[config.mk]
export PLATFORM = sky130hd
export DESIGN_NAME = cheat_code_execute_decoder
export DESIGN_NICKNAME = d
export VERILOG_FILES = /design/src/hdl/ccx_pkg.sv /design/src/hdl/cheat_code_execute_decoder.sv /design/src/hdl/ccx_decode.sv
export SDC_FILE = /design/constraint.sdc
export NUM_CORES = 1
export LEC_CHECK = 0
export BUFFER_PORTS_ARGS = -buffer_cell sky130_fd_sc_hd__buf_2
export CORE_MARGIN = 3
export CORE_UTILIZATION = 63
export DETAILED_ROUTE_END_ITERATION = 10
export GPL_TIMING_DRIVEN = 1
export PLACE_DENSITY = 0.86
export SLEW_MARGIN = 20
export SYNTH_ARGS = -nofsm -noshare
export SYNTH_HDL_FRONTEND = slang
export SYNTH_SLANG_ARGS = --single-unit
[constraint.sdc]
create_clock -name clk -period 16.8 [get_ports clk]
set_clock_uncertainty 0.15 [all_clocks]
set_input_delay 0.84 -clock clk [delete_from_list [all_inputs] [get_ports clk]]
set_output_delay 0.84 -clock clk [all_outputs]
set_load 0.05 [all_outputs]
[src/hdl/ccx_pkg.sv]
// Package with the command codes, the result record and the helper functions of the cheat code decoder.
package ccx_pkg;

  typedef enum logic [2:0] {
    OP_NONE  = 3'd0,
    OP_WRITE = 3'd1,
    OP_FILL  = 3'd2,
    OP_COPY  = 3'd3,
    OP_DELAY = 3'd4,
    OP_END   = 3'd5
  } op_kind_t;

  localparam logic [1:0] SZ_BYTE = 2'd0;
  localparam logic [1:0] SZ_HALF = 2'd1;
  localparam logic [1:0] SZ_WORD = 2'd2;
  localparam logic [1:0] SZ_BAD  = 2'd3;

  localparam logic [31:0] RAM_LOW      = 32'h8000_0000;
  localparam logic [31:0] RAM_HIGH     = 32'h8180_0000;
  localparam logic [31:0] ADDR_MASK    = 32'h01FF_FFFF;
  localparam logic [31:0] HW_BASE      = 32'hCC00_0000;
  localparam logic [31:0] HW_WORD_FLAG = 32'h0100_0000;
  localparam logic [31:0] DELAY_FLAG   = 32'h0200_0000;
  localparam logic [31:0] BRANCH_MASK  = 32'h03FF_FFFC;
  localparam logic [31:0] BRANCH_OP    = 32'h4800_0000;
  localparam logic [31:0] HOOK_RESET   = 32'h817F_D000;

  // Special-line selectors.
  localparam logic [2:0] SEL_END   = 3'd0;
  localparam logic [2:0] SEL_DELAY = 3'd1;
  localparam logic [2:0] SEL_FILL  = 3'd4;
  localparam logic [2:0] SEL_COPY  = 3'd7;

  // Condition types.
  localparam logic [2:0] CT_EQ  = 3'd1;
  localparam logic [2:0] CT_NE  = 3'd2;
  localparam logic [2:0] CT_SLT = 3'd3;
  localparam logic [2:0] CT_SGT = 3'd4;
  localparam logic [2:0] CT_ULT = 3'd5;
  localparam logic [2:0] CT_UGT = 3'd6;

  localparam int DATA_W = 160;
  localparam int RES_W  = 152;

  typedef struct packed {
    op_kind_t          op_kind;
    logic [31:0]       mem_address;
    logic [31:0]       mem_data;
    logic [31:0]       copy_source;
    logic [1:0]        access_size;
    logic [23:0]       repeat_count;
    logic signed [15:0] address_step;
    logic [4:0]        advance_bytes;
    logic              skip_to_marker;
  } cmd_t;

  function automatic logic [31:0] size_mask(input logic [1:0] sz);
    unique case (sz)
      SZ_BYTE: size_mask = 32'h0000_00FF;
      SZ_HALF: size_mask = 32'h0000_FFFF;
      default: size_mask = 32'hFFFF_FFFF;
    endcase
  endfunction

  // Sign extension to 33 bits for the comparisons.
  function automatic logic signed [32:0] sext33(input logic [31:0] v, input logic [1:0] sz);
    unique case (sz)
      SZ_BYTE: sext33 = {{25{v[7]}}, v[7:0]};
      SZ_HALF: sext33 = {{17{v[15]}}, v[15:0]};
      default: sext33 = {v[31], v};
    endcase
  endfunction

endpackage

[src/hdl/cheat_code_execute_decoder.sv]
// Top level of the cheat code decoder: stream ports, hook register and output register stage.
//
// Channel | Direction | tdata fields, lowest bits first
// in_     | slave     | code_word_first, code_word_second, extra_word_first,
//         |           | extra_word_second, target_value (160 bits)
// out_    | master    | op_kind, mem_address, mem_data, copy_source, access_size,
//         |           | repeat_count, address_step, advance_bytes, skip_to_marker (152 bits)
// cfg_    | write     | hook_target
//
// One word per cycle while the output stage is not stalled; each word passes two
// registered decode stages and one output register stage before its result is presented.
// The pipeline advances whenever its output stage is empty or being taken.
// A stalled word holds in place; in_tready falls only while the output stage is full.
// Synchronous reset empties the pipeline and loads the default hook address.
module cheat_code_execute_decoder
  import ccx_pkg::*;
(
  input  logic           clk,
  input  logic           rst_n,
  input  logic           in_tvalid,
  output logic           in_tready,
  input  logic [DATA_W-1:0] in_tdata, // code_word_first, code_word_second,
                                      // extra_word_first, extra_word_second, target_value
  output logic           out_tvalid,
  input  logic           out_tready,
  output logic [RES_W-1:0] out_tdata, // op_kind, mem_address, mem_data, copy_source,
                                      // access_size, repeat_count, address_step,
                                      // advance_bytes, skip_to_marker
  input  logic           cfg_we,
  input  logic [31:0]    cfg_wdata
);

  logic [31:0] hook_target_r;
  logic        adv_en;
  logic        dec_valid;
  cmd_t        dec_cmd;
  logic        out_tvalid_r;
  logic [RES_W-1:0] out_tdata_r;

  always_ff @(posedge clk) begin
    if (!rst_n) begin
      hook_target_r <= HOOK_RESET;
    end else if (cfg_we) begin
      hook_target_r <= cfg_wdata;
    end
  end

  assign adv_en     = !out_tvalid_r || out_tready;
  assign in_tready  = adv_en;
  assign out_tvalid = out_tvalid_r;
  assign out_tdata  = out_tdata_r;

  ccx_decode u_dec (
    .clk         (clk),
    .rst_n       (rst_n),
    .adv_en      (adv_en),
    .in_valid    (in_tvalid),
    .hook_target (hook_target_r),
    .w0          (in_tdata[31:0]),
    .w1          (in_tdata[63:32]),
    .e0          (in_tdata[95:64]),
    .e1          (in_tdata[127:96]),
    .tv          (in_tdata[159:128]),
    .out_valid   (dec_valid),
    .out_cmd     (dec_cmd)
  );

  always_ff @(posedge clk) begin
    if (!rst_n) begin
      out_tvalid_r <= 1'b0;
    end else if (adv_en) begin
      out_tvalid_r <= dec_valid;
    end
    if (adv_en) begin
      out_tdata_r <= {5'd0, dec_cmd.skip_to_marker, dec_cmd.advance_bytes,
                      dec_cmd.address_step, dec_cmd.repeat_count, dec_cmd.access_size,
                      dec_cmd.copy_source, dec_cmd.mem_data, dec_cmd.mem_address,
                      dec_cmd.op_kind};
    end
  end

  a_hold: assert property (@(posedge clk) disable iff (!rst_n)
    out_tvalid && !out_tready |=> out_tvalid && $stable(out_tdata))
    else $error("result changed while stalled");
  a_ready: assert property (@(posedge clk) disable iff (!rst_n)
    !out_tvalid |-> in_tready)
    else $error("input stalled with empty output");
  a_end: assert property (@(posedge clk) disable iff (!rst_n)
    out_tvalid && out_tdata[2:0] == OP_END |-> out_tdata[145:141] == 5'd0)
    else $error("end of list must not advance");

endmodule

[src/hdl/ccx_decode.sv]
// Two-stage decode pipeline: field split and compares, then command selection.
module ccx_decode
  import ccx_pkg::*;
(
  input  logic        clk,
  input  logic        rst_n,
  input  logic        adv_en,
  input  logic        in_valid,
  input  logic [31:0] hook_target,
  input  logic [31:0] w0,
  input  logic [31:0] w1,
  input  logic [31:0] e0,
  input  logic [31:0] e1,
  input  logic [31:0] tv,
  output logic        out_valid,
  output cmd_t        out_cmd
);

  // Stage 1 registers: raw words plus precomputed flags and sums.
  logic        v1_r;
  logic [31:0] w0_r, w1_r, e0_r, e1_r;
  logic        fail_r, ptr_ok_r;
  logic [31:0] ptr_addr_r, add_sum_r, hook_diff_r;

  logic [31:0] m, tu, vu;
  logic signed [32:0] ts, vs;
  logic        fail_nxt;
  logic [31:0] base;
  logic [31:0] ptr_off;

  always_comb begin
    m  = size_mask(w0[26:25]);
    tu = tv & m;
    vu = w1 & m;
    ts = sext33(tv, w0[26:25]);
    vs = (w0[26:25] == SZ_WORD) ? sext33(w1, SZ_WORD) : {1'b0, vu};
    unique case (w0[29:27])
      CT_EQ:   fail_nxt = (tu != vu);
      CT_NE:   fail_nxt = (tu == vu);
      CT_SLT:  fail_nxt = (ts >= vs);
      CT_SGT:  fail_nxt = (ts <= vs);
      CT_ULT:  fail_nxt = (tu >= vu);
      CT_UGT:  fail_nxt = (tu <= vu);
      default: fail_nxt = ((tu & vu) == 32'd0);
    endcase
    base = (w0 & ADDR_MASK) | RAM_LOW;
    unique case (w0[26:25])
      SZ_BYTE: ptr_off = {8'd0, w1[31:8]};
      SZ_HALF: ptr_off = {16'd0, w1[31:16]};
      default: ptr_off = 32'd0;
    endcase
  end

  always_ff @(posedge clk) begin
    if (!rst_n) begin
      v1_r <= 1'b0;
    end else if (adv_en) begin
      v1_r <= in_valid;
    end
    if (adv_en) begin
      w0_r        <= w0;
      w1_r        <= w1;
      e0_r        <= e0;
      e1_r        <= e1;
      fail_r      <= fail_nxt;
      ptr_ok_r    <= (tv >= RAM_LOW) && (tv <= RAM_HIGH);
      ptr_addr_r  <= tv + ptr_off;
      add_sum_r   <= tv + w1;
      hook_diff_r <= hook_target - base;
    end
  end

  // Stage 2: select the command.
  cmd_t        c;
  logic [1:0]  sz;
  logic [1:0]  sub;
  logic [2:0]  ctype;
  logic [2:0]  sel;
  logic [31:0] bse, hwa;

  always_comb begin
    c     = '0;
    sz    = w0_r[26:25];
    sub   = w0_r[31:30];
    ctype = w0_r[29:27];
    sel   = w1_r[31:29];
    bse   = (w0_r & ADDR_MASK) | RAM_LOW;
    hwa   = bse | HW_BASE;
    c.advance_bytes = 5'd8;
    if (w0_r == 32'd0) begin
      unique case (sel)
        SEL_END: begin
          c.op_kind = OP_END;
          c.advance_bytes = 5'd0;
        end
        SEL_DELAY: begin
          if ((w1_r & DELAY_FLAG) != 32'd0) begin
            c.op_kind = OP_DELAY;
            c.repeat_count = {w1_r[7:0], 16'd0};
          end else begin
            c.advance_bytes = 5'd16;
          end
        end
        SEL_FILL: begin
          c.advance_bytes = 5'd16;
          if (w1_r[26:25] != SZ_BAD) begin
            c.op_kind      = OP_FILL;
            c.mem_address  = (w1_r & ADDR_MASK) | RAM_LOW;
            c.mem_data     = e0_r & size_mask(w1_r[26:25]);
            c.access_size  = w1_r[26:25];
            c.repeat_count = {16'd0, e1_r[23:16]};
            c.address_step = e1_r[15:0];
          end
        end
        SEL_COPY: begin
          c.op_kind       = OP_COPY;
          c.repeat_count  = {8'd0, w1_r[15:0]};
          c.copy_source   = e0_r;
          c.mem_address   = e1_r;
          c.advance_bytes = 5'd16;
        end
        default: c.advance_bytes = 5'd8;
      endcase
    end else if (ctype != 3'd0) begin
      if (sz != SZ_BAD && fail_r) begin
        unique case (sub)
          2'd0:    c.advance_bytes = 5'd16;
          2'd1:    c.advance_bytes = 5'd24;
          2'd2:    c.skip_to_marker = 1'b1;
          default: c.advance_bytes = 5'd0;
        endcase
      end
    end else begin
      unique case (sub)
        2'd0: begin
          if (sz == SZ_BYTE) begin
            c.op_kind = OP_FILL; c.mem_address = bse; c.mem_data = {24'd0, w1_r[7:0]};
            c.access_size = SZ_BYTE; c.repeat_count = w1_r[31:8]; c.address_step = 16'sd1;
          end else if (sz == SZ_HALF) begin
            c.op_kind = OP_FILL; c.mem_address = bse; c.mem_data = {16'd0, w1_r[15:0]};
            c.access_size = SZ_HALF; c.repeat_count = {8'd0, w1_r[31:16]};
            c.address_step = 16'sd2;
          end else if (sz == SZ_WORD) begin
            c.op_kind = OP_WRITE; c.mem_address = bse; c.mem_data = w1_r;
            c.access_size = SZ_WORD;
          end
        end
        2'd1: begin
          if (ptr_ok_r && sz != SZ_BAD) begin
            c.op_kind = OP_WRITE; c.mem_address = ptr_addr_r;
            c.mem_data = w1_r & size_mask(sz); c.access_size = sz;
          end
        end
        2'd2: begin
          if (sz != SZ_BAD) begin
            c.op_kind = OP_WRITE; c.mem_address = bse;
            c.mem_data = add_sum_r & size_mask(sz); c.access_size = sz;
          end
        end
        default: begin
          if (sz == SZ_WORD) begin
            c.op_kind = OP_WRITE; c.mem_address = bse;
            c.mem_data = (hook_diff_r & BRANCH_MASK) | BRANCH_OP; c.access_size = SZ_WORD;
          end else if (sz == SZ_BAD) begin
            c.op_kind = OP_WRITE; c.mem_address = hwa;
            c.access_size = ((hwa & HW_WORD_FLAG) != 32'd0) ? SZ_WORD : SZ_HALF;
            c.mem_data = w1_r & size_mask(c.access_size);
          end
        end
      endcase
    end
  end

  always_ff @(posedge clk) begin
    if (!rst_n) begin
      out_valid <= 1'b0;
    end else if (adv_en) begin
      out_valid <= v1_r;
    end
    if (adv_en) begin
      out_cmd <= c;
    end
  end

endmodule
# Word level (Yosys, flattened, before mapping)
# Cells that the tools add are included.
# classes
add_sub_neg	3
n_lt_le_gt_ge	6
eq_ne	22
muxes	63
n_bitwise	9
n_reduce_logical	18
# op_table
op	n
32-bit 2-to-1 mux	18
65-bit 2-to-1 mux	5
32-bit case mux with 2 select lines	5
32-bit AND	7
67-bit 2-to-1 mux	3
67-bit case mux with 3 select lines	1
66-bit 2-to-1 mux	2
42-bit 2-to-1 mux	3
24-bit case mux with 3 select lines	1
33-bit case mux with 2 select lines	1
32-bit logical NOT	2
24-bit case mux with 2 select lines	1
47-bit 2-to-1 mux	1
40-bit 2-to-1 mux	1
33-bit >= comparator	1
33-bit less-or-equal comparator	1
33-bit 2-to-1 mux	1
32-bit by 24-bit adder with 32-bit output	1
32-bit adder	1
32-bit == test	1
32-bit >= comparator	1
32-bit >= comparator (second input constant)	1
32-bit less-or-equal comparator	1
32-bit less-or-equal comparator (second input constant)	1
29 further kinds	60
# totals
regBits	543
out_inout_bits	154

# Logic depth before layout (Yosys ltp)
# Gate-level depths: netlist of the first run.
# logic_depth
word_depth	14
mapped_depth	16
mapped_depth_nobuf	14

# Modules after synthesis
# Synthesis of the first run repeated with hierarchy kept, for this count alone.
# unflattened
hier_cells	2187
hier_area_um2	26935.8
# modules_own_cells
mod	instances	cells_each	area_per_inst_um2	seq_area_each_um2
ccx_decode	1	1927	21237.9	10910.5
cheat_code_execute_decoder	1	260	5698.0	5074.9

# Worst setup path before layout of the first run
# No wires, ideal clock.
# synth_path
path_type	input to register
startpoint	in out_tready
endpoint	reg out_tdata_r[0] (netlist: out_tdata[0]), enable pin
t_arrival_ps	10991
required_ps	15780
path_slack_ps	4789
path_stages	2
cell_sequence	nor2b_1 -> inv_1
# synth_via
elab_chain_len	1
# synth_rtl
element	line_no	text
from (decl)	cheat_code_execute_decoder.sv:25	input logic out_tready,
1-bit logical OR	cheat_code_execute_decoder.sv:48	assign adv_en = !out_tvalid_r || out_tready;
named net in_tready	cheat_code_execute_decoder.sv:21	output logic in_tready,
to (signal assigned)	cheat_code_execute_decoder.sv:75	out_tdata_r <= {5'd0, dec_cmd.skip_to_marker, dec_cmd.advance_bytes,
to (decl)	cheat_code_execute_decoder.sv:38	logic [RES_W-1:0] out_tdata_r;
# The timed path passes the listed nets, and every way through them passes these cells.
# A chain may end at the register's enable or synchronous reset.

==> flow_summary.json, run 1 <==
{
  "reg2reg_to": "u_dec.out_cmd[92]$_DFFE_PP_",
  "area_growth_pct": 15.24,
  "wire_per_inst_um": 26.19,
  "min-delay-start": "in_tdata[65]",
  "rrSetupSlack_ns": 11.92,
  "slowest_delay_ns": 1.01,
  "num_vias": 19490,
  "reg2regPathDepth": 9,
  "timing.fmax_ghz": 0.2049,
  "worst_hold_path.endpoint": "u_dec.e0_r[1]$_DFFE_PP_",
  "leakagePower_nw": 13.38,
  "post-place-ws_ns": 11.67,
  "synth_ff_type": "edfxtp_1",
  "worst_pin_slew_ns": 1.094,
  "grt_max_degree": 111,
  "ff_latch_area_um2": 15780,
  "ys_seq_area_frac": 0.6069,
  "numClockSinks": 535,
  "ctsResizeCount": 0,
  "place.detailed.hpwl_mm": 57.21,
  "cp-end-kind": "flop",
  "synth_top_area_frac": 0.5845,
  "ys_top_cells_by_area": "edfxtp_1 58%, ha_1 7.8%, a21oi_1 2.6%, a22oi_1 2.3%, dfxtp_1 2.2%",
  "fin_nets": 2786,
  "io_buffers": 336,
  "setup_tns_ns": 0,
  "fp.dieH_um": 209.1,
  "whs_ns": 0.2514,
  "syn_inst": 2096,
  "ant_nets": 0,
  "layout-drive-gt1-share": 0.1867,
  "p_total_w": 0.003300,
  "crit_buf_inv": 2,
  "drt_iter0_drc": 2790,
  "post_cts_buffers": 0,
  "antenna_found_initial": 2,
  "hold_path_depth": 1,
  "fin_crit_ns": 4.880,
  "ys_ff_latch": 535,
  "insertion_delay_ns": 0.62,
  "synth-async-reset-ratio": 0,
  "holdBufCountCts": 0,
  "crit_required_ns": 17.12,
  "yosys.area.top_type": "edfxtp_1",
  "yosysWarnings": 0,
  "hold_viol": 0,
  "multi_input_area_um2": 9447,
  "synth_cell_types": 73,
  "maxSlewViolCount": 0,
  "path_max_fanout": 39,
  "synth_area_um2": 25990,
  "synth_edf_count": 506,
  "cp_slowest_cell": "nor3_2",
  "final_common_cell": "edfxtp_1",
  "rsz0062_at_grt": "false",
  "first_pass_iters": 8,
  "start_util": 0.6453,
  "htreeDepth": 2,
  "setup_viol": 0,
  "slew_headroom": 0.2679,
  "tritoncts": "done",
  "gr-usage-all-layers": 0.3527,
  "fin_ws_ns": 11.92,
  "drt_wl_total_mm": 78.33,
  "fillers": 2566,
  "route.detailed.drc": 0,
  "post-route-period-util": 0.2905,
  "core-area_um2": 40280,
  "utilization": 0.7437,
  "grt_pass1_wl_mm": 115.2,
  "worstSetupPathType": "reg -> reg",
  "dieWidth_um": 209.1,
  "ir_worst_vdd_mv": 0.08503,
  "io_pins": 351,
  "grt-ovfl-total": 0,
  "maxCapViolCount": 0,
  "outcome": "completed",
  "crit_top_cell": "buf_4",
  "clock_path_buffers": 3,
  "reg2reg_from": "u_dec.w0_r[7]$_DFFE_PP_",
  "std_cell_rows": 73,
  "cp.arrival_ns": 5.20,
  "dieArea_um2": 43730,
  "crit_family": "simple AND/OR/NAND/NOR gates",
  "cts_root_buf": "clkbuf_16",
  "grt_pass1_vias": 18490,
  "hp-class": "in -> reg",
  "avgSynthCellArea_um2": 12.40,
  "cp_cell_sequence": "or4_1 -> nor4_1 -> nand4_1 -> nor3_2 -> buf_4 -> and2_1 -> buf_4 -> o21a_2 -> a22o_1",
  "via_per_inst": 6.516,
  "layout_common_cells": "506 x edfxtp_1, 336 x buf_2, 163 x ha_1",
  "clk_pin_slew_ns": 0.07,
  "place_congestion": 0.9952,
  "powerDensity_nw_per_um2": 110.2,
  "worst_setup_path_start_kind": "flop",
  "cts_buffers": 53
}
cells in the mapped netlist (all sizes together) (5+ instances only):
| master | count |
|---|---|
| a211oi | 6 |
| a21boi | 5 |
| a21o | 55 |
| a21oi | 135 |
| a221oi | 23 |
| a22o | 17 |
| a22oi | 80 |
| a311oi | 5 |
| a31oi | 6 |
| and2 | 41 |
| and3 | 62 |
| buf | 22 |
| clkbuf | 67 |
| dfxtp | 29 |
| edfxtp | 506 |
| ha | 163 |
| inv | 116 |
| mux2i | 44 |
| nand2 | 132 |
| nand2b | 20 |
| nand3 | 28 |
| nand4 | 21 |
| nor2 | 107 |
| nor2b | 29 |
| nor3 | 45 |
| nor4 | 22 |
| o211ai | 9 |
| o21a | 18 |
| o21ai | 111 |
| o21bai | 21 |
| o22ai | 9 |
| o31ai | 10 |
| or2 | 9 |
| or3 | 5 |
| xnor2 | 54 |
| xor2 | 18 |
cell families after synthesis:
logic type,Yosys count,share of synthesized area
compound gates,540,0.1361
flops,535,0.6069
simple gates,534,0.1040
buf+inv,205,0.03167
fa+ha+maj,165,0.08000
xor+xnor,72,0.02426
mux,44,0.01694
other cells,1,0.0001443
routing by layer:
layer | wire length (µm) | share of wire | track usage | vias to the layer above
li1 | - | - | - | 8553
met1 | 28260 | 0.36 | 0.4713 | 9285
met2 | 36520 | 0.47 | 0.5643 | 1363
met3 | 9412 | 0.12 | 0.07446 | 285
met4 | 4122 | 0.053 | 0.1552 | 2
met5 | 12 | 0.00015 | 0 | -
sequential cells by signal (all words and copies together) (netlist names):
name               flops
u_dec.w0_r            32
out_tvalid             1
u_dec.hook_diff_r     24
u_dec.fail_r           1
u_dec.ptr_ok_r         1
u_dec.add_sum_r       32
out_tdata            144
u_dec.v1_r             1
u_dec.e1_r            32
u_dec.e0_r            32
u_dec.out_valid        1
u_dec.w1_r            32
hook_target_r         26
u_dec.ptr_addr_r      32
u_dec.out_cmd        144
per-stage QoR:
step           cells  instance area, µm²
5_1_grt         2989               29950
4_1_cts         2988               29930
3_3_place_gp    2893               28130
3_5_place_dp    2893               28130
6_report        2991               29960
2_1_floorplan   2103               26020
worst reg2reg max path, delay by kind of cell (launching register included):
| kind | cells | cell delay (ns) |
|---|---|---|
| AOI/OAI and AO/OA | 2 | 0.55 |
| buffers and inverters | 2 | 0.89 |
| DFF | 1 | 0.56 |
| and+or+nand+nor | 5 | 2.61 |
final cells by class:
type                    instances  area share
repair buffers                355     0.06115
well taps                     525     0.02193
inverters                     116     0.01479
flip-flops and latches        535      0.5266
clock buffers                  57     0.04511
multi-input cells            1363      0.3153
diodes                          2   0.0001671
clock inverters                38     0.01491
worst max-delay path by stage:
stage	from	endpoint	slack (ns)	depth (start not counted)
2_1_floorplan	out_tready	out_tdata[0]$_DFFE_PP_	4.79	2
3_3_place_gp	in_tdata[26]	u_dec.ptr_addr_r[25]$_DFFE_PP_	11.72	14
3_5_place_dp	in_tdata[26]	u_dec.ptr_addr_r[31]$_DFFE_PP_	11.67	14
4_1_cts	u_dec.w0_r[4]$_DFFE_PP_	u_dec.out_cmd[92]$_DFFE_PP_	12.09	9
5_1_grt	u_dec.w0_r[4]$_DFFE_PP_	u_dec.out_cmd[90]$_DFFE_PP_	11.79	9
6_report	u_dec.w0_r[7]$_DFFE_PP_	u_dec.out_cmd[92]$_DFFE_PP_	11.92	9
power breakdown:
group / total (W) / internal, W / leakage, nW / switching [W]
Sequential: 0.00164 / 0.00157 / 6.00 / 0.0000726
Clock: 0.00122 / 0.000707 / 0.870 / 0.000509
Combinational: 0.000442 / 0.000146 / 6.51 / 0.000296
Total: 0.00330 / 0.00242 / 13.4 / 0.000878
(Power assumes the default switching activity.)
==> run 2, diff against run 1 <==
--- a/config.mk
+++ b/config.mk
@@ -7,10 +7,10 @@
 export LEC_CHECK = 0
 export BUFFER_PORTS_ARGS = -buffer_cell sky130_fd_sc_hd__buf_2
 export CORE_MARGIN = 3
-export CORE_UTILIZATION = 63
+export CORE_UTILIZATION = 53
 export DETAILED_ROUTE_END_ITERATION = 10
 export GPL_TIMING_DRIVEN = 1
-export PLACE_DENSITY = 0.86
+export PLACE_DENSITY = 0.77
 export SLEW_MARGIN = 20
 export SYNTH_ARGS = -nofsm -noshare
 export SYNTH_HDL_FRONTEND = slang
==> constraint.sdc (replaced) <==
create_clock -name clk -period 4.34 [get_ports clk]
set_clock_uncertainty 0.15 [all_clocks]
set_input_delay 0.217 -clock clk [delete_from_list [all_inputs] [get_ports clk]]
set_output_delay 0.217 -clock clk [all_outputs]
set_load 0.05 [all_outputs]
==> run 2 against run 1 <==
  * Worst hold slack lost 0.20 ns
  * Highest routed layer is now met4
  * Global-route usage fell by 3.5 points
  * Final area rose by 7.8%
  * Sequential cell count stayed put
  * Count of clock-buffer cells in the layout is 10 higher
  * Combinational power rose to 4.3 times the previous value
  * Wire length is 6.1% higher
  * Worst setup slack worse by 11 ns
  * Sequential power rose to 3.9 times the previous value
==> flow_summary.json, run 2 (synthesized netlist as in run 1, its figures left out) <==
{
  "route.detailed.drc": 0,
  "worstSetupPathType": "in -> reg",
  "std_cell_rows": 80,
  "drt_iter0_drc": 2294,
  "final_common_cell": "edfxtp_1",
  "worst_setup_path_start_kind": "input pin",
  "power.share.switching": 0.2589,
  "crit_family": "compound AO/OA/AOI/OAI gates",
  "cts_root_buf": "clkbuf_16",
  "postLayoutCellArea_um2": 32290,
  "io_buffers": 336,
  "area_growth_pct": 24.23,
  "fp.dieH_um": 227.5,
  "slowest_delay_ns": 0.55,
  "grt_pass1_vias": 19700,
  "post-route-period-util": 0.8838,
  "outcome": "completed",
  "path_max_fanout": 11,
  "dieArea_um2": 51740,
  "grt-ovfl-total": 0,
  "tritoncts": "done",
  "place.detailed.hpwl_mm": 60.43,
  "insertion_delay_ns": 0.61,
  "seq_power_share": 0.480,
  "met2_usage": 0.5281,
  "use_met1": 0.4139,
  "ctsResizeCount": 0,
  "cp.arrival_ns": 4.03,
  "placed_cells": 3001,
  "grt_pass1_wl_mm": 121.0,
  "worst_pin_slew_ns": 1.074,
  "power_frac_comb": 0.142,
  "gr-usage-all-layers": 0.3178,
  "numClockSinks": 535,
  "wire_per_inst_um": 25.22,
  "top_usage_layer": "met2",
  "ir_worst_vdd_mv": 0.2879,
  "p_int_w": 0.009827,
  "fin_nets": 2998,
  "antenna_found_initial": 1,
  "crit_top_cell": "a21oi_1",
  "start_util": 0.5410,
  "htreeDepth": 2,
  "crit_required_ns": 4.54,
  "timing.fmax_ghz": 0.2607,
  "io_pins": 351,
  "ant_nets": 0,
  "slew_headroom": 0.2836,
  "clk_pin_slew_ns": 0.06,
  "maxSlewViolCount": 0,
  "dpl_cell_area_um2": 28410,
  "grt_max_degree": 142,
  "cp_slowest_cell": "dlygate4sd3_1",
  "grtUsageMet3": 0.05609,
  "cp-end-kind": "flop",
  "hold_viol": 0,
  "via_per_inst": 6.067,
  "num_vias": 20000,
  "rsz0062_at_grt": "false",
  "cp_cell_sequence": "dlygate4sd3_1 -> buf_2 -> mux2i_1 -> or2_2 -> inv_1 -> ha_1 -> a211oi_1 -> o211ai_1 -> a221oi_1 -> o21ai_0 -> a21oi_1 -> a21oi_1 -> a21oi_1 -> nor2_1 -> xnor2_1",
  "pwr-share-clk": 0.378,
  "cts_buffers": 53,
  "setup_viol": 0,
  "layout_common_cells": "506 x edfxtp_1, 336 x buf_2, 195 x dlygate4sd3_1",
  "fin_crit_ns": 3.836,
  "crit_buf_inv": 3,
  "clock_path_buffers": 3,
  "maxCapViolCount": 0,
  "place_congestion": 0.9886,
  "core-area_um2": 48050,
  "leakagePower_nw": 14.36,
  "first_pass_iters": 6,
  "powerDensity_nw_per_um2": 410.6,
  "drt_wl_total_mm": 83.11,
  "layout-drive-gt1-share": 0.1802,
  "final_cells": 3296,
  "power.switching_w": 0.003433,
  "hp-class": "in -> reg",
  "dieWidth_um": 227.5
}
run 2: cell count changes in the layout (fill, tap and decap cells not counted), moves of 3 or more:
cell	change
dlygate4sd3_1	+195
buf_4	+17
bufinv_16	+3
clkbuf_1	+4
clkbuf_16	+3
clkinv_1	-4
clkinv_2	-4
inv_6	+3
run 2: cell type report:
type / count / area [µm²]
clock inverters: 32 / 454.2
inverters: 116 / 439.2
clock buffers: 67 / 1474
flip-flops and latches: 535 / 15780
fillers: 3380 / 15750
repair buffers: 567 / 3929
diodes: 1 / 2.502
multi-input cells: 1363 / 9445
well taps: 615 / 769.5
run 2: path summary, 6_finish.rpt:
| path | startpoint | end | slack, ns | cells past startpoint |
|---|---|---|---|---|
| setup / recovery | in_tdata[25] | u_dec.ptr_addr_r[29]$_DFFE_PP_ | 0.50 | 15 |
| hold / removal | in_tdata[131] | u_dec.ptr_addr_r[3]$_DFFE_PP_ | 0.05 | 3 |
| setup reg to reg | u_dec.w0_r[4]$_DFFE_PP_ | u_dec.out_cmd[139]$_DFFE_PP_ | 0.67 | 9 |
| hold reg to reg | u_dec.out_cmd[126]$_DFFE_PP_ | out_tdata[17]$_DFFE_PP_ | 0.26 | 0 |
run 2: power groups by stage:
| stage | Combinational [W] | Clock [W] | Sequential (W) |
|---|---|---|---|
| floorplan | 0.000898 | 0 | 0.00657 |
| global placement | 0.00166 | 0 | 0.00645 |
| detailed placement | 0.00170 | 0 | 0.00645 |
| CTS | 0.00185 | 0.00505 | 0.00635 |
| global route | 0.00203 | 0.00526 | 0.00638 |
| finish | 0.00189 | 0.00501 | 0.00636 |
run 2: what timing repair did:
item | 4_1_cts | 5_1_grt
hold buffers | 195 | 0
hold endpoints to repair | 168 | 0
buffers inserted | 0 | 0
run 2: metal layers:
metal,routed length (µm),vias to the layer above
li1,-,8988
met2,39610,1226
met4,3973,0
met5,0,-
met3,7709,250
met1,31830,9533
run 2: worst min-delay path, cell delays in order:
cell,delay [ns]
buf_2,0.14
ha_1,0.20
xnor2_1,0.12
run 2: metrics by stage:
stage	worst slack, ns	total power, W	setup TNS (ns)	hold WS [ns]	utilization
after floorplan	-4.689	0.007465	-2381.98	0.1659	-
after global placement	0.6217	0.008104	0	0.2451	0.5913
after detailed placement	0.5665	0.008152	0	0.2451	0.5913
after CTS	0.6103	0.01324	0	0.01195	0.6720
after global routing	0.3070	0.01367	0	0.04589	0.6721
final	0.5044	0.01326	0	0.04773	0.6721
